==> src/rtl/core/pris_pkg.sv <==
// package for the predicated instruction step unit
// shared types, field masks, operation and fault codes; no dependencies
`default_nettype none

package pris_pkg;

  localparam int unsigned NUM_REGS = 16;
  localparam int unsigned REG_AW   = $clog2(NUM_REGS);
  localparam int unsigned PRED_W   = 8;
  localparam int unsigned PRED_AW  = $clog2(PRED_W);

  localparam logic [31:0] MAJOR_MASK  = 32'h00C0_0000;
  localparam logic [31:0] MAJOR_UPPER = 32'h00C0_0000;
  localparam logic [31:0] MAJOR_LUI   = 32'h0080_0000;
  localparam logic [31:0] MAJOR_JUMP  = 32'h0040_0000;
  localparam logic [31:0] CLASS_MASK  = 32'h0030_0800;
  localparam logic [31:0] CLASS_STORE = 32'h0030_0800;
  localparam logic [31:0] CLASS_CMP   = 32'h0020_0000;
  localparam logic [31:0] CLASS_MISC  = 32'h0020_0800;
  localparam logic [31:0] ARITH_MASK  = 32'h001F_0800;
  localparam logic [31:0] ARITH_ADD   = 32'h0000_0000;
  localparam logic [31:0] ARITH_SUB   = 32'h0001_0000;
  localparam logic [31:0] ARITH_AND   = 32'h0002_0000;
  localparam logic [31:0] ARITH_SHR   = 32'h0006_0000;
  localparam logic [31:0] IMM_FLAG    = 32'h0000_0400;

  localparam logic [3:0] CMP_GTU = 4'd0;
  localparam logic [3:0] CMP_GTS = 4'd1;
  localparam logic [3:0] CMP_EQ  = 4'd2;
  localparam logic [3:0] CMP_BIT = 4'd3;
  localparam logic [3:0] MISC_JR = 4'd0;

  localparam logic [1:0] FAULT_NONE    = 2'd0;
  localparam logic [1:0] FAULT_UNSUP   = 2'd1;
  localparam logic [1:0] FAULT_ALIGN   = 2'd2;

  typedef struct packed {
    logic [31:0] next_pc;
    logic        executed;
    logic        store_valid;
    logic [31:0] store_address;
    logic [31:0] store_data;
    logic [1:0]  fault;
  } res_t;

  typedef struct packed {
    logic              rf_we;
    logic [REG_AW-1:0] rf_waddr;
    logic [31:0]       rf_wdata;
    logic [PRED_W-1:0] pred_nxt;
  } wb_t;

endpackage

`default_nettype wire

==> src/rtl/core/pris_in_if.sv <==
// input channel of the step unit: one instruction word per item
// valid/ready handshake, no package dependency
`default_nettype none

interface pris_in_if;
  logic        valid;
  logic        ready;
  logic [31:0] instruction;

  modport source (output valid, output instruction, input ready);
  modport sink   (input valid, input instruction, output ready);
endinterface

`default_nettype wire

==> src/rtl/core/pris_out_if.sv <==
// result channel of the step unit: next pc, store request and fault per item
// valid/ready handshake, no package dependency
`default_nettype none

interface pris_out_if;
  logic        valid;
  logic        ready;
  logic [31:0] next_pc;
  logic        executed;
  logic        store_valid;
  logic [31:0] store_address;
  logic [31:0] store_data;
  logic [1:0]  fault;

  modport source (output valid, output next_pc, output executed, output store_valid,
                  output store_address, output store_data, output fault, input ready);
  modport sink   (input valid, input next_pc, input executed, input store_valid,
                  input store_address, input store_data, input fault, output ready);
endinterface

`default_nettype wire

==> src/rtl/core/pris_ram.sv <==
// generic single write port, single read port ram with registered read
// no dependencies
`default_nettype none

module pris_ram #(
  parameter int unsigned WIDTH = 32,
  parameter int unsigned DEPTH = 16
) (
  input  wire logic                     clk,
  input  wire logic                     wr_en,
  input  wire logic [$clog2(DEPTH)-1:0] wr_addr,
  input  wire logic [WIDTH-1:0]         wr_data,
  input  wire logic                     rd_en,
  input  wire logic [$clog2(DEPTH)-1:0] rd_addr,
  output logic      [WIDTH-1:0]         rd_data
);

  logic [WIDTH-1:0] mem [DEPTH];

  always_ff @(posedge clk) begin
    if (wr_en) begin
      mem[wr_addr] <= wr_data;
    end
    if (rd_en) begin
      rd_data <= mem[rd_addr];
    end
  end

endmodule

`default_nettype wire

==> src/rtl/core/pris_regfile.sv <==
// register file: three ram copies for operand a, operand b and store data
// per-entry valid bits give zero after reset, write bypass for same-edge reads
// depends on pris_pkg and pris_ram
`default_nettype none

module pris_regfile (
  input  wire logic                      clk,
  input  wire logic                      rst_n,
  input  wire logic                      rd_en,
  input  wire logic [pris_pkg::REG_AW-1:0] rd_addr [3],
  input  wire logic                      wr_en,
  input  wire logic [pris_pkg::REG_AW-1:0] wr_addr,
  input  wire logic [31:0]               wr_data,
  output logic      [31:0]               rd_data [3]
);
  import pris_pkg::*;

  logic [NUM_REGS-1:0] valid_r;
  logic [31:0]         wdata_r;
  logic [31:0]         ram_q [3];

  always_ff @(posedge clk) begin
    if (!rst_n) begin
      valid_r <= '0;
    end else if (wr_en) begin
      valid_r[wr_addr] <= 1'b1;
    end
  end

  always_ff @(posedge clk) begin
    if (wr_en) begin
      wdata_r <= wr_data;
    end
  end

  for (genvar p = 0; p < 3; p++) begin : g_port
    logic byp_r;
    logic vld_r;

    pris_ram #(.WIDTH(32), .DEPTH(NUM_REGS)) u_ram (
      .clk     (clk),
      .wr_en   (wr_en),
      .wr_addr (wr_addr),
      .wr_data (wr_data),
      .rd_en   (rd_en),
      .rd_addr (rd_addr[p]),
      .rd_data (ram_q[p])
    );

    always_ff @(posedge clk) begin
      if (!rst_n) begin
        byp_r <= 1'b0;
        vld_r <= 1'b0;
      end else if (rd_en) begin
        byp_r <= wr_en && (wr_addr == rd_addr[p]);
        vld_r <= valid_r[rd_addr[p]];
      end
    end

    assign rd_data[p] = byp_r ? wdata_r : (vld_r ? ram_q[p] : '0);
  end

endmodule

`default_nettype wire

==> src/rtl/core/pris_exec.sv <==
// decode and execute of one instruction word against the current state
// produces the result item and the state write-back; depends on pris_pkg
`default_nettype none

module pris_exec (
  input  wire logic [31:0]                 ins,
  input  wire logic [31:0]                 pc,
  input  wire logic [pris_pkg::PRED_W-1:0] pred,
  input  wire logic [31:0]                 reg_a,
  input  wire logic [31:0]                 reg_b,
  input  wire logic [31:0]                 reg_s,
  output pris_pkg::res_t                   res,
  output pris_pkg::wb_t                    wb
);
  import pris_pkg::*;

  logic [31:0]        pc4;
  logic [31:0]        b;
  logic [31:0]        sum;
  logic [3:0]         rd;
  logic [3:0]         func;
  logic [31:0]        cls;
  logic [31:0]        arith;
  logic [PRED_AW-1:0] pd;
  logic               cmp_res;
  logic               cmp_ok;
  logic [15:0]        a16;
  logic [15:0]        b16;

  assign pc4   = pc + 32'd4;
  assign b     = ((ins & IMM_FLAG) != '0) ? {{22{ins[9]}}, ins[9:0]} : reg_b;
  assign sum   = reg_a + b;
  assign rd    = ins[27:24];
  assign func  = ins[19:16];
  assign cls   = ins & CLASS_MASK;
  assign arith = ins & ARITH_MASK;
  assign pd    = rd[PRED_AW-1:0];
  assign a16   = {~reg_a[15], reg_a[14:0]};
  assign b16   = {~b[15], b[14:0]};

  always_comb begin
    cmp_ok  = 1'b1;
    cmp_res = 1'b0;
    unique case (func)
      CMP_GTU: cmp_res = reg_a > b;
      CMP_GTS: cmp_res = a16 > b16;
      CMP_EQ:  cmp_res = reg_a == b;
      CMP_BIT: cmp_res = reg_a[b[4:0]];
      default: cmp_ok  = 1'b0;
    endcase
  end

  always_comb begin
    res          = '0;
    res.executed = 1'b1;
    res.next_pc  = pc;
    res.fault    = FAULT_NONE;
    wb.rf_we     = 1'b0;
    wb.rf_waddr  = rd;
    wb.rf_wdata  = pc4;
    wb.pred_nxt  = pred;

    if (pred[ins[30:28]] ^ ins[31]) begin
      res.executed = 1'b0;
      res.next_pc  = pc4;
    end else if ((ins & MAJOR_MASK) == MAJOR_UPPER) begin
      res.fault = FAULT_UNSUP;
    end else if ((ins & MAJOR_MASK) == MAJOR_LUI) begin
      wb.rf_we    = rd != '0;
      wb.rf_wdata = {ins[21:0], 10'd0};
      res.next_pc = pc4;
    end else if ((ins & MAJOR_MASK) == MAJOR_JUMP) begin
      wb.rf_we    = rd != '0;
      res.next_pc = pc + {{8{ins[21]}}, ins[21:0], 2'b00};
    end else if (cls == CLASS_STORE) begin
      if (rd != '0) begin
        res.fault = FAULT_UNSUP;
      end else if (sum[1:0] != 2'b00) begin
        res.fault = FAULT_ALIGN;
      end else begin
        res.store_valid   = 1'b1;
        res.store_address = sum;
        res.store_data    = reg_s;
        res.next_pc       = pc4;
      end
    end else if (cls == CLASS_CMP) begin
      if (!cmp_ok) begin
        res.fault = FAULT_UNSUP;
      end else begin
        if (pd != '0) begin
          wb.pred_nxt[pd] = cmp_res ^ rd[3];
        end
        res.next_pc = pc4;
      end
    end else if (cls == CLASS_MISC) begin
      if (func != MISC_JR) begin
        res.fault = FAULT_UNSUP;
      end else begin
        wb.rf_we    = rd != '0;
        res.next_pc = sum;
      end
    end else begin
      wb.rf_we    = rd != '0;
      res.next_pc = pc4;
      case (arith)
        ARITH_ADD: wb.rf_wdata = sum;
        ARITH_SUB: wb.rf_wdata = reg_a - b;
        ARITH_AND: wb.rf_wdata = reg_a & b;
        ARITH_SHR: wb.rf_wdata = reg_a >> b[4:0];
        default: begin
          wb.rf_we    = 1'b0;
          res.next_pc = pc;
          res.fault   = FAULT_UNSUP;
        end
      endcase
    end
  end

endmodule

`default_nettype wire

==> src/rtl/core/predicated_risc_instruction_step_unit.sv <==
// top level of the predicated instruction step unit
// depends on pris_pkg, pris_in_if, pris_out_if, pris_regfile and pris_exec
//
// usage: each item on in_ch is one instruction word fetched at the current
// program counter. the unit executes it against its 16 registers, 8 predicate
// bits and pc, and returns one item on out_ch with the next pc, an executed
// flag, an optional aligned word store request and a fault code.
// an accepted item is held in an input register while its operands are read
// from the register file rams; it executes once the output register is free
// and lands in the output register. throughput is one item per clock while
// out_ch does not stall: the next item is taken in the same cycle as the
// current one executes, and state written by one item is forwarded to the
// operand reads of the next.
// a stalled receiver holds the output register; one further item may wait in
// the input register, after which in_ch.ready drops until out_ch moves.
// reset (rst_n low, synchronous) empties both registers, clears all registers
// and predicates to zero and sets the pc to RESET_PC. no clearing pass.
`default_nettype none

module predicated_risc_instruction_step_unit #(
  parameter logic [31:0] RESET_PC = 32'h0000_8000
) (
  input wire logic  clk,
  input wire logic  rst_n,
  pris_in_if.sink   in_ch,
  pris_out_if.source out_ch
);
  import pris_pkg::*;

  logic              in_valid_r;
  logic [31:0]       instr_r;
  logic              out_valid_r;
  res_t              res_r;
  logic [31:0]       pc_r;
  logic [PRED_W-1:0] pred_r;
  logic              in_fire;
  logic              exec_fire;
  logic [REG_AW-1:0] rd_addr [3];
  logic [31:0]       rd_data [3];
  res_t              res;
  wb_t               wb;

  assign exec_fire   = in_valid_r && (!out_valid_r || out_ch.ready);
  assign in_ch.ready = !in_valid_r || exec_fire;
  assign in_fire     = in_ch.valid && in_ch.ready;

  assign rd_addr[0] = in_ch.instruction[15:12];
  assign rd_addr[1] = in_ch.instruction[3:0];
  assign rd_addr[2] = in_ch.instruction[19:16];

  pris_regfile u_regfile (
    .clk     (clk),
    .rst_n   (rst_n),
    .rd_en   (in_fire),
    .rd_addr (rd_addr),
    .wr_en   (exec_fire && wb.rf_we),
    .wr_addr (wb.rf_waddr),
    .wr_data (wb.rf_wdata),
    .rd_data (rd_data)
  );

  pris_exec u_exec (
    .ins   (instr_r),
    .pc    (pc_r),
    .pred  (pred_r),
    .reg_a (rd_data[0]),
    .reg_b (rd_data[1]),
    .reg_s (rd_data[2]),
    .res   (res),
    .wb    (wb)
  );

  always_ff @(posedge clk) begin
    if (!rst_n) begin
      in_valid_r  <= 1'b0;
      out_valid_r <= 1'b0;
      pc_r        <= RESET_PC;
      pred_r      <= '0;
    end else begin
      if (in_fire) begin
        in_valid_r <= 1'b1;
      end else if (exec_fire) begin
        in_valid_r <= 1'b0;
      end
      if (exec_fire) begin
        out_valid_r <= 1'b1;
        pc_r        <= res.next_pc;
        pred_r      <= wb.pred_nxt;
      end else if (out_ch.ready) begin
        out_valid_r <= 1'b0;
      end
    end
  end

  always_ff @(posedge clk) begin
    if (in_fire) begin
      instr_r <= in_ch.instruction;
    end
    if (exec_fire) begin
      res_r <= res;
    end
  end

  assign out_ch.valid         = out_valid_r;
  assign out_ch.next_pc       = res_r.next_pc;
  assign out_ch.executed      = res_r.executed;
  assign out_ch.store_valid   = res_r.store_valid;
  assign out_ch.store_address = res_r.store_address;
  assign out_ch.store_data    = res_r.store_data;
  assign out_ch.fault         = res_r.fault;

  a_store_clean: assert property (@(posedge clk) disable iff (!rst_n)
    out_valid_r && res_r.store_valid |-> res_r.fault == FAULT_NONE && res_r.executed)
    else $error("store request with fault or skip");

  a_fault_holds_pc: assert property (@(posedge clk) disable iff (!rst_n)
    exec_fire && res.fault != FAULT_NONE |=> pc_r == $past(pc_r))
    else $error("pc moved on a faulting item");

  a_skip_advances: assert property (@(posedge clk) disable iff (!rst_n)
    exec_fire && !res.executed |=> pc_r == $past(pc_r) + 32'd4)
    else $error("skipped item did not advance pc by 4");

  a_p0_zero: assert property (@(posedge clk) disable iff (!rst_n)
    pred_r[0] == 1'b0)
    else $error("predicate p0 written");

endmodule

`default_nettype wire

==> src/flat_wrapper.sv <==
// flat-port wrapper written by rule: the top's interface ports become plain ports
module predicated_risc_instruction_step_unit_flat import pris_pkg::*;
#(
  parameter logic [31:0] RESET_PC = 32'h0000_8000
)
  (clk, rst_n, in_ch_valid, in_ch_instruction, in_ch_ready, out_ch_valid, out_ch_next_pc, out_ch_executed, out_ch_store_valid, out_ch_store_address, out_ch_store_data, out_ch_fault, out_ch_ready);
  pris_in_if in_ch_i ();
  pris_out_if out_ch_i ();
  input wire logic clk;
  input wire logic rst_n;
  input wire logic [$bits(in_ch_i.valid)-1:0] in_ch_valid;
  input wire logic [$bits(in_ch_i.instruction)-1:0] in_ch_instruction;
  output wire logic [$bits(in_ch_i.ready)-1:0] in_ch_ready;
  output wire logic [$bits(out_ch_i.valid)-1:0] out_ch_valid;
  output wire logic [$bits(out_ch_i.next_pc)-1:0] out_ch_next_pc;
  output wire logic [$bits(out_ch_i.executed)-1:0] out_ch_executed;
  output wire logic [$bits(out_ch_i.store_valid)-1:0] out_ch_store_valid;
  output wire logic [$bits(out_ch_i.store_address)-1:0] out_ch_store_address;
  output wire logic [$bits(out_ch_i.store_data)-1:0] out_ch_store_data;
  output wire logic [$bits(out_ch_i.fault)-1:0] out_ch_fault;
  input wire logic [$bits(out_ch_i.ready)-1:0] out_ch_ready;
  assign in_ch_i.valid = in_ch_valid;
  assign in_ch_i.instruction = in_ch_instruction;
  assign in_ch_ready = in_ch_i.ready;
  assign out_ch_valid = out_ch_i.valid;
  assign out_ch_next_pc = out_ch_i.next_pc;
  assign out_ch_executed = out_ch_i.executed;
  assign out_ch_store_valid = out_ch_i.store_valid;
  assign out_ch_store_address = out_ch_i.store_address;
  assign out_ch_store_data = out_ch_i.store_data;
  assign out_ch_fault = out_ch_i.fault;
  assign out_ch_i.ready = out_ch_ready;
  predicated_risc_instruction_step_unit #(.RESET_PC(RESET_PC)) u_core (.clk(clk), .rst_n(rst_n), .in_ch(in_ch_i), .out_ch(out_ch_i));
endmodule
==> config.mk <==
export PLATFORM = sky130hd
export DESIGN_NAME = predicated_risc_instruction_step_unit_flat
export DESIGN_NICKNAME = d
export VERILOG_FILES = /design/src/rtl/core/pris_pkg.sv /design/src/rtl/core/pris_in_if.sv /design/src/rtl/core/pris_out_if.sv /design/src/rtl/core/pris_ram.sv /design/src/rtl/core/pris_regfile.sv /design/src/rtl/core/pris_exec.sv /design/src/rtl/core/predicated_risc_instruction_step_unit.sv /design/src/flat_wrapper.sv
export SDC_FILE = /design/constraint.sdc
export NUM_CORES = 2
export LEC_CHECK = 0
export BUFFER_PORTS_ARGS = -buffer_cell sky130_fd_sc_hd__buf_4
export CAP_MARGIN = 40
export CORE_MARGIN = 5
export CORE_UTILIZATION = 33
export CTS_CLUSTER_SIZE = 20
export DETAILED_ROUTE_END_ITERATION = 16
export PLACE_DENSITY = 0.51
export SLEW_MARGIN = 40
export SYNTH_ARGS = -nofsm -noshare
export SYNTH_HDL_FRONTEND = slang
export SYNTH_SLANG_ARGS = --single-unit
==> constraint.sdc <==
create_clock -name clk -period 9.76 [get_ports clk]
set_input_delay 0.488 -clock clk [delete_from_list [all_inputs] [get_ports clk]]
set_output_delay 0.488 -clock clk [all_outputs]
set_load 0.005 [all_outputs]
==> results.toml <==
[clock_network]
clkSinkCount = 836
cts_max_path_buffers = 3
cts_tree = "yes"
cts-buffers-inserted = 94
clk_latency_ns = 0.73
htree_levels = 3
postCtsSetupRepairBufs = 0
clkTransAtPathRegs_ns = 0.06
root_buffer = "clkbuf_16"

[timing]
skew_ns = 0.0535
final_hold_viol_count = 0
max_freq_mhz = 165
post-route-period-util = 0.623
slew_headroom = 0.365
worst_slew_pin_slew_ns = 0.946
slew_viol_final = 0
whs_ns = 0.0797
setup_viol = 0
rsz0062_at_grt = "false"
min_period_ns = 6.08
tns_ns = 0

[synth]
synth_cells = 3778
yosysWarnings = 0
syn_avg_cell_area_um2 = 13.3
synth_commonest_cells = "edfxtp_1, mux4_2, nor2_1, a21oi_1, nand2_1"
synthFlopType = "edfxtp_1"
ys_async_sr_fraction = 0
synth_edf_count = 772
yosysTopAreaCell = "edfxtp_1"
synth_cell_types = 102
yosysTopAreaCellShare = 0.461
ys_top_cells_by_area = "edfxtp_1, mux4_2, dfxtp_1"
synth_area_um2 = 50300
ys_seq_elements = 836
yosysMostFrequentCell = "edfxtp_1"
yosysSeqAreaShare = 0.486

[placed_design]
hpwl_um = 133000
gp_congestion = 0.991
io_buffers = 137

[setup_path]
worstPathRequired_ns = 10.16
arrival_ns = 6.48
crit_path_end_kind = "register"
critical_path_buf_inv_count = 2
reg2reg_depth = 13
max_stage_delay_ns = 0.80
timing.rr.start = "u_core.instr_r[10]"
cp-start-kind = "register"
crit_chain = "buf_4 -> nor2b_1 -> a21o_2 -> clkinv_2 -> ha_1 -> or2_2 -> o221ai_1 -> nor4b_1 -> o41ai_1 -> xnor2_1 -> o21ai_0 -> a21oi_1 -> a211oi_4"
reg2reg_to = "u_core.u_regfile.g_port[1].u_ram.mem[10][17]"
worst-path-max-fanout = 44
endpoint = "u_core.u_regfile.g_port[1].u_ram.mem[10][17]"
critical-path-top-delay-family = "compound AO/OA/AOI/OAI gates"
r2r_slack_ns = 3.68
critical_path_cell_count = 13
worstSetupPathType = "reg -> reg"
critPathSlowestCell = "a211oi_4"
startpoint = "u_core.instr_r[10]"

[detailed_routing]
wl_um = 193000
vias = 36558
drtIter0Drc = 4360
dr.pass1.iters = 6
wl_per_cell_um = 32.2
vias_per_cell = 6.11
ant_nets = 0
route.detailed.drc = 0

[pwr]
power.switching_mw = 2.29
internal-power_mw = 6.56
power_frac_seq = 0.465
pwr-share-clk = 0.411
power_frac_comb = 0.124
p_leak_nw = 19.1
p_total_mw = 8.85
irDropWorstVdd_mv = 0.130
powerDensity_nw_per_um2 = 154
netSwitchingFraction = 0.259

[floorplan]
die_x_um = 400
rows = 143
coreArea_um2 = 152000
start_util = 0.332
io_pins = 138
die-height_um = 400
die-area_um2 = 160000

[global_routing]
grt_pass1_vias = 35842
grt_pass1_wl_um = 273000
grt_overflow = 0
grt.total_usage = 0.234
grt_max_degree = 76
antenna_found_initial = 15

[job]
max_cap_viol_count = 0

[cells_and_area]
nFillCells = 14517
drive_gt1_frac = 0.252
final_nets = 4005
syn_to_final_growth_pct = 14.5

[hold_path]
hp-class = "in -> reg"

[outcome]
status = "finished, final reports clean"
[placed cells by master (no fill, tap or decap), types with 18 or more instances in the layout]
cell	synthesis	routed
edfxtp_1	772	772
mux4_2	497	497
nor2_1	295	278
nand2_1	233	233
a21oi_1	235	233
buf_4	5	226
o21ai_0	164	161
inv_1	101	99
xnor2_1	101	96
ha_1	96	96
clkbuf_16	0	95
mux2i_1	65	65
dfxtp_1	64	61
a22oi_1	60	60
nor3_1	55	54
and2_1	46	45
a211oi_1	44	43
o22ai_1	41	41
nand3_1	39	38
conb_1	1	34
xor2_1	34	32
a221o_1	32	32
a221oi_1	32	31
a21o_1	29	29
a31oi_1	27	27
and3_1	25	25
nand4_1	24	24
o21bai_1	24	24
dlygate4sd3_1	0	22
o211ai_1	20	20
clkinv_2	1	19
clkinv_1	4	19
clkbuf_1	226	19
nor2b_1	20	18
nand2b_1	19	18
[power groups by stage]
| stage | Sequential [mW] | Clock, mW | Combinational, mW |
|---|---|---|---|
| global route | 4.12 | 3.88 | 1.15 |
| finish | 4.11 | 3.63 | 1.10 |
| global placement | 4.19 | 0 | 1.07 |
| detailed placement | 4.19 | 0 | 1.08 |
| floorplan | 4.14 | 0 | 0.678 |
| CTS | 4.11 | 3.73 | 1.09 |
[worst min-delay path by stage]
stage	depth (start not counted)	slack (ns)	from	endpoint
2_1_floorplan	1	0.42	register	register
3_3_place_gp	1	0.45	register	register
3_5_place_dp	1	0.45	register	register
4_1_cts	4	0.02	out_ch_ready	u_core.out_ch.valid
5_1_grt	1	0.06	in_ch_instruction[0]	u_core.instr_r[0]
6_report	1	0.08	in_ch_instruction[0]	u_core.instr_r[0]
[metal layers]
layer / global-route usage / vias to the layer above / share of wire
li1: - / 15348 / -
met1: 0.320 / 19047 / 0.41
met2: 0.367 / 1840 / 0.46
met3: 0.0371 / 317 / 0.082
met4: 0.105 / 6 / 0.051
met5: 0 / - / 0.00021
[worst register-to-register path, delay by kind of cell (launching register included)]
family	cells	cell delay [ns]
AOI/OAI and AO/OA	6	2.43
xor gates and xnor gates	1	0.37
adders and majority gates	1	0.42
buffers and inverters	2	0.95
DFF	1	0.32
and+or+nand+nor	3	1.27
[registers in the layout, summed over array words and instances, names as in the netlist, 2 cells and up, named ones only]
register,cells
u_core.u_regfile.g_port.u_ram.rd_data,96
u_core.out_ch.store_data,32
u_core.out_ch.fault,2
u_core.pc_r,32
u_core.u_regfile.g_port.u_ram.mem,512
u_core.out_ch.next_pc,32
u_core.u_regfile.valid_r,16
u_core.u_regfile.g_port.vld_r,3
u_core.u_regfile.g_port.byp_r,3
u_core.u_regfile.wdata_r,32
u_core.out_ch.store_address,32
u_core.instr_r,32
[kinds of logic (layout without fill, tap and decap cells)]
kind of cell,count (synthesis),count (layout),share of synthesized area
AOI/OAI and AO/OA,876,876,0.116
DFF,836,836,0.486
and+or+nand+nor,833,833,0.0767
muxes,578,578,0.239
buffers and inverters,418,557,0.0325
xor gates and xnor gates,138,138,0.0247
adders and majority gates,98,98,0.0247
other,1,37,0.0000745
[repair_timing]
action | 4_1_cts | 5_1_grt
hold buffers | 22 | 0
endpoints found under the hold margin | 22 | 0
gates resized for setup | 0 | 0
[through the flow]
step	setup slack [ns]	utilization	area, µm²	cells
after detailed placement	3.78	0.357	54100	5780
after floorplan	4.85	-	50400	3811
after global routing	3.35	0.380	57600	5980
after CTS	3.73	0.379	57500	5977
after global placement	3.54	0.355	53800	5773
final	3.68	0.380	57600	5983
[final cells by class]
cell class                 count  area [µm²]  area share
inverter                     109         427     0.00740
tap                         2030        2540      0.0441
clock buffer                 122        2560      0.0444
sequential                   836       24500       0.425
timing repair buffer         273        2350      0.0408
clock inverter                53         624      0.0108
multi-input combinational   2557       24700       0.428
antenna                        3        7.51    0.000130
(Power assumes the default switching activity.)
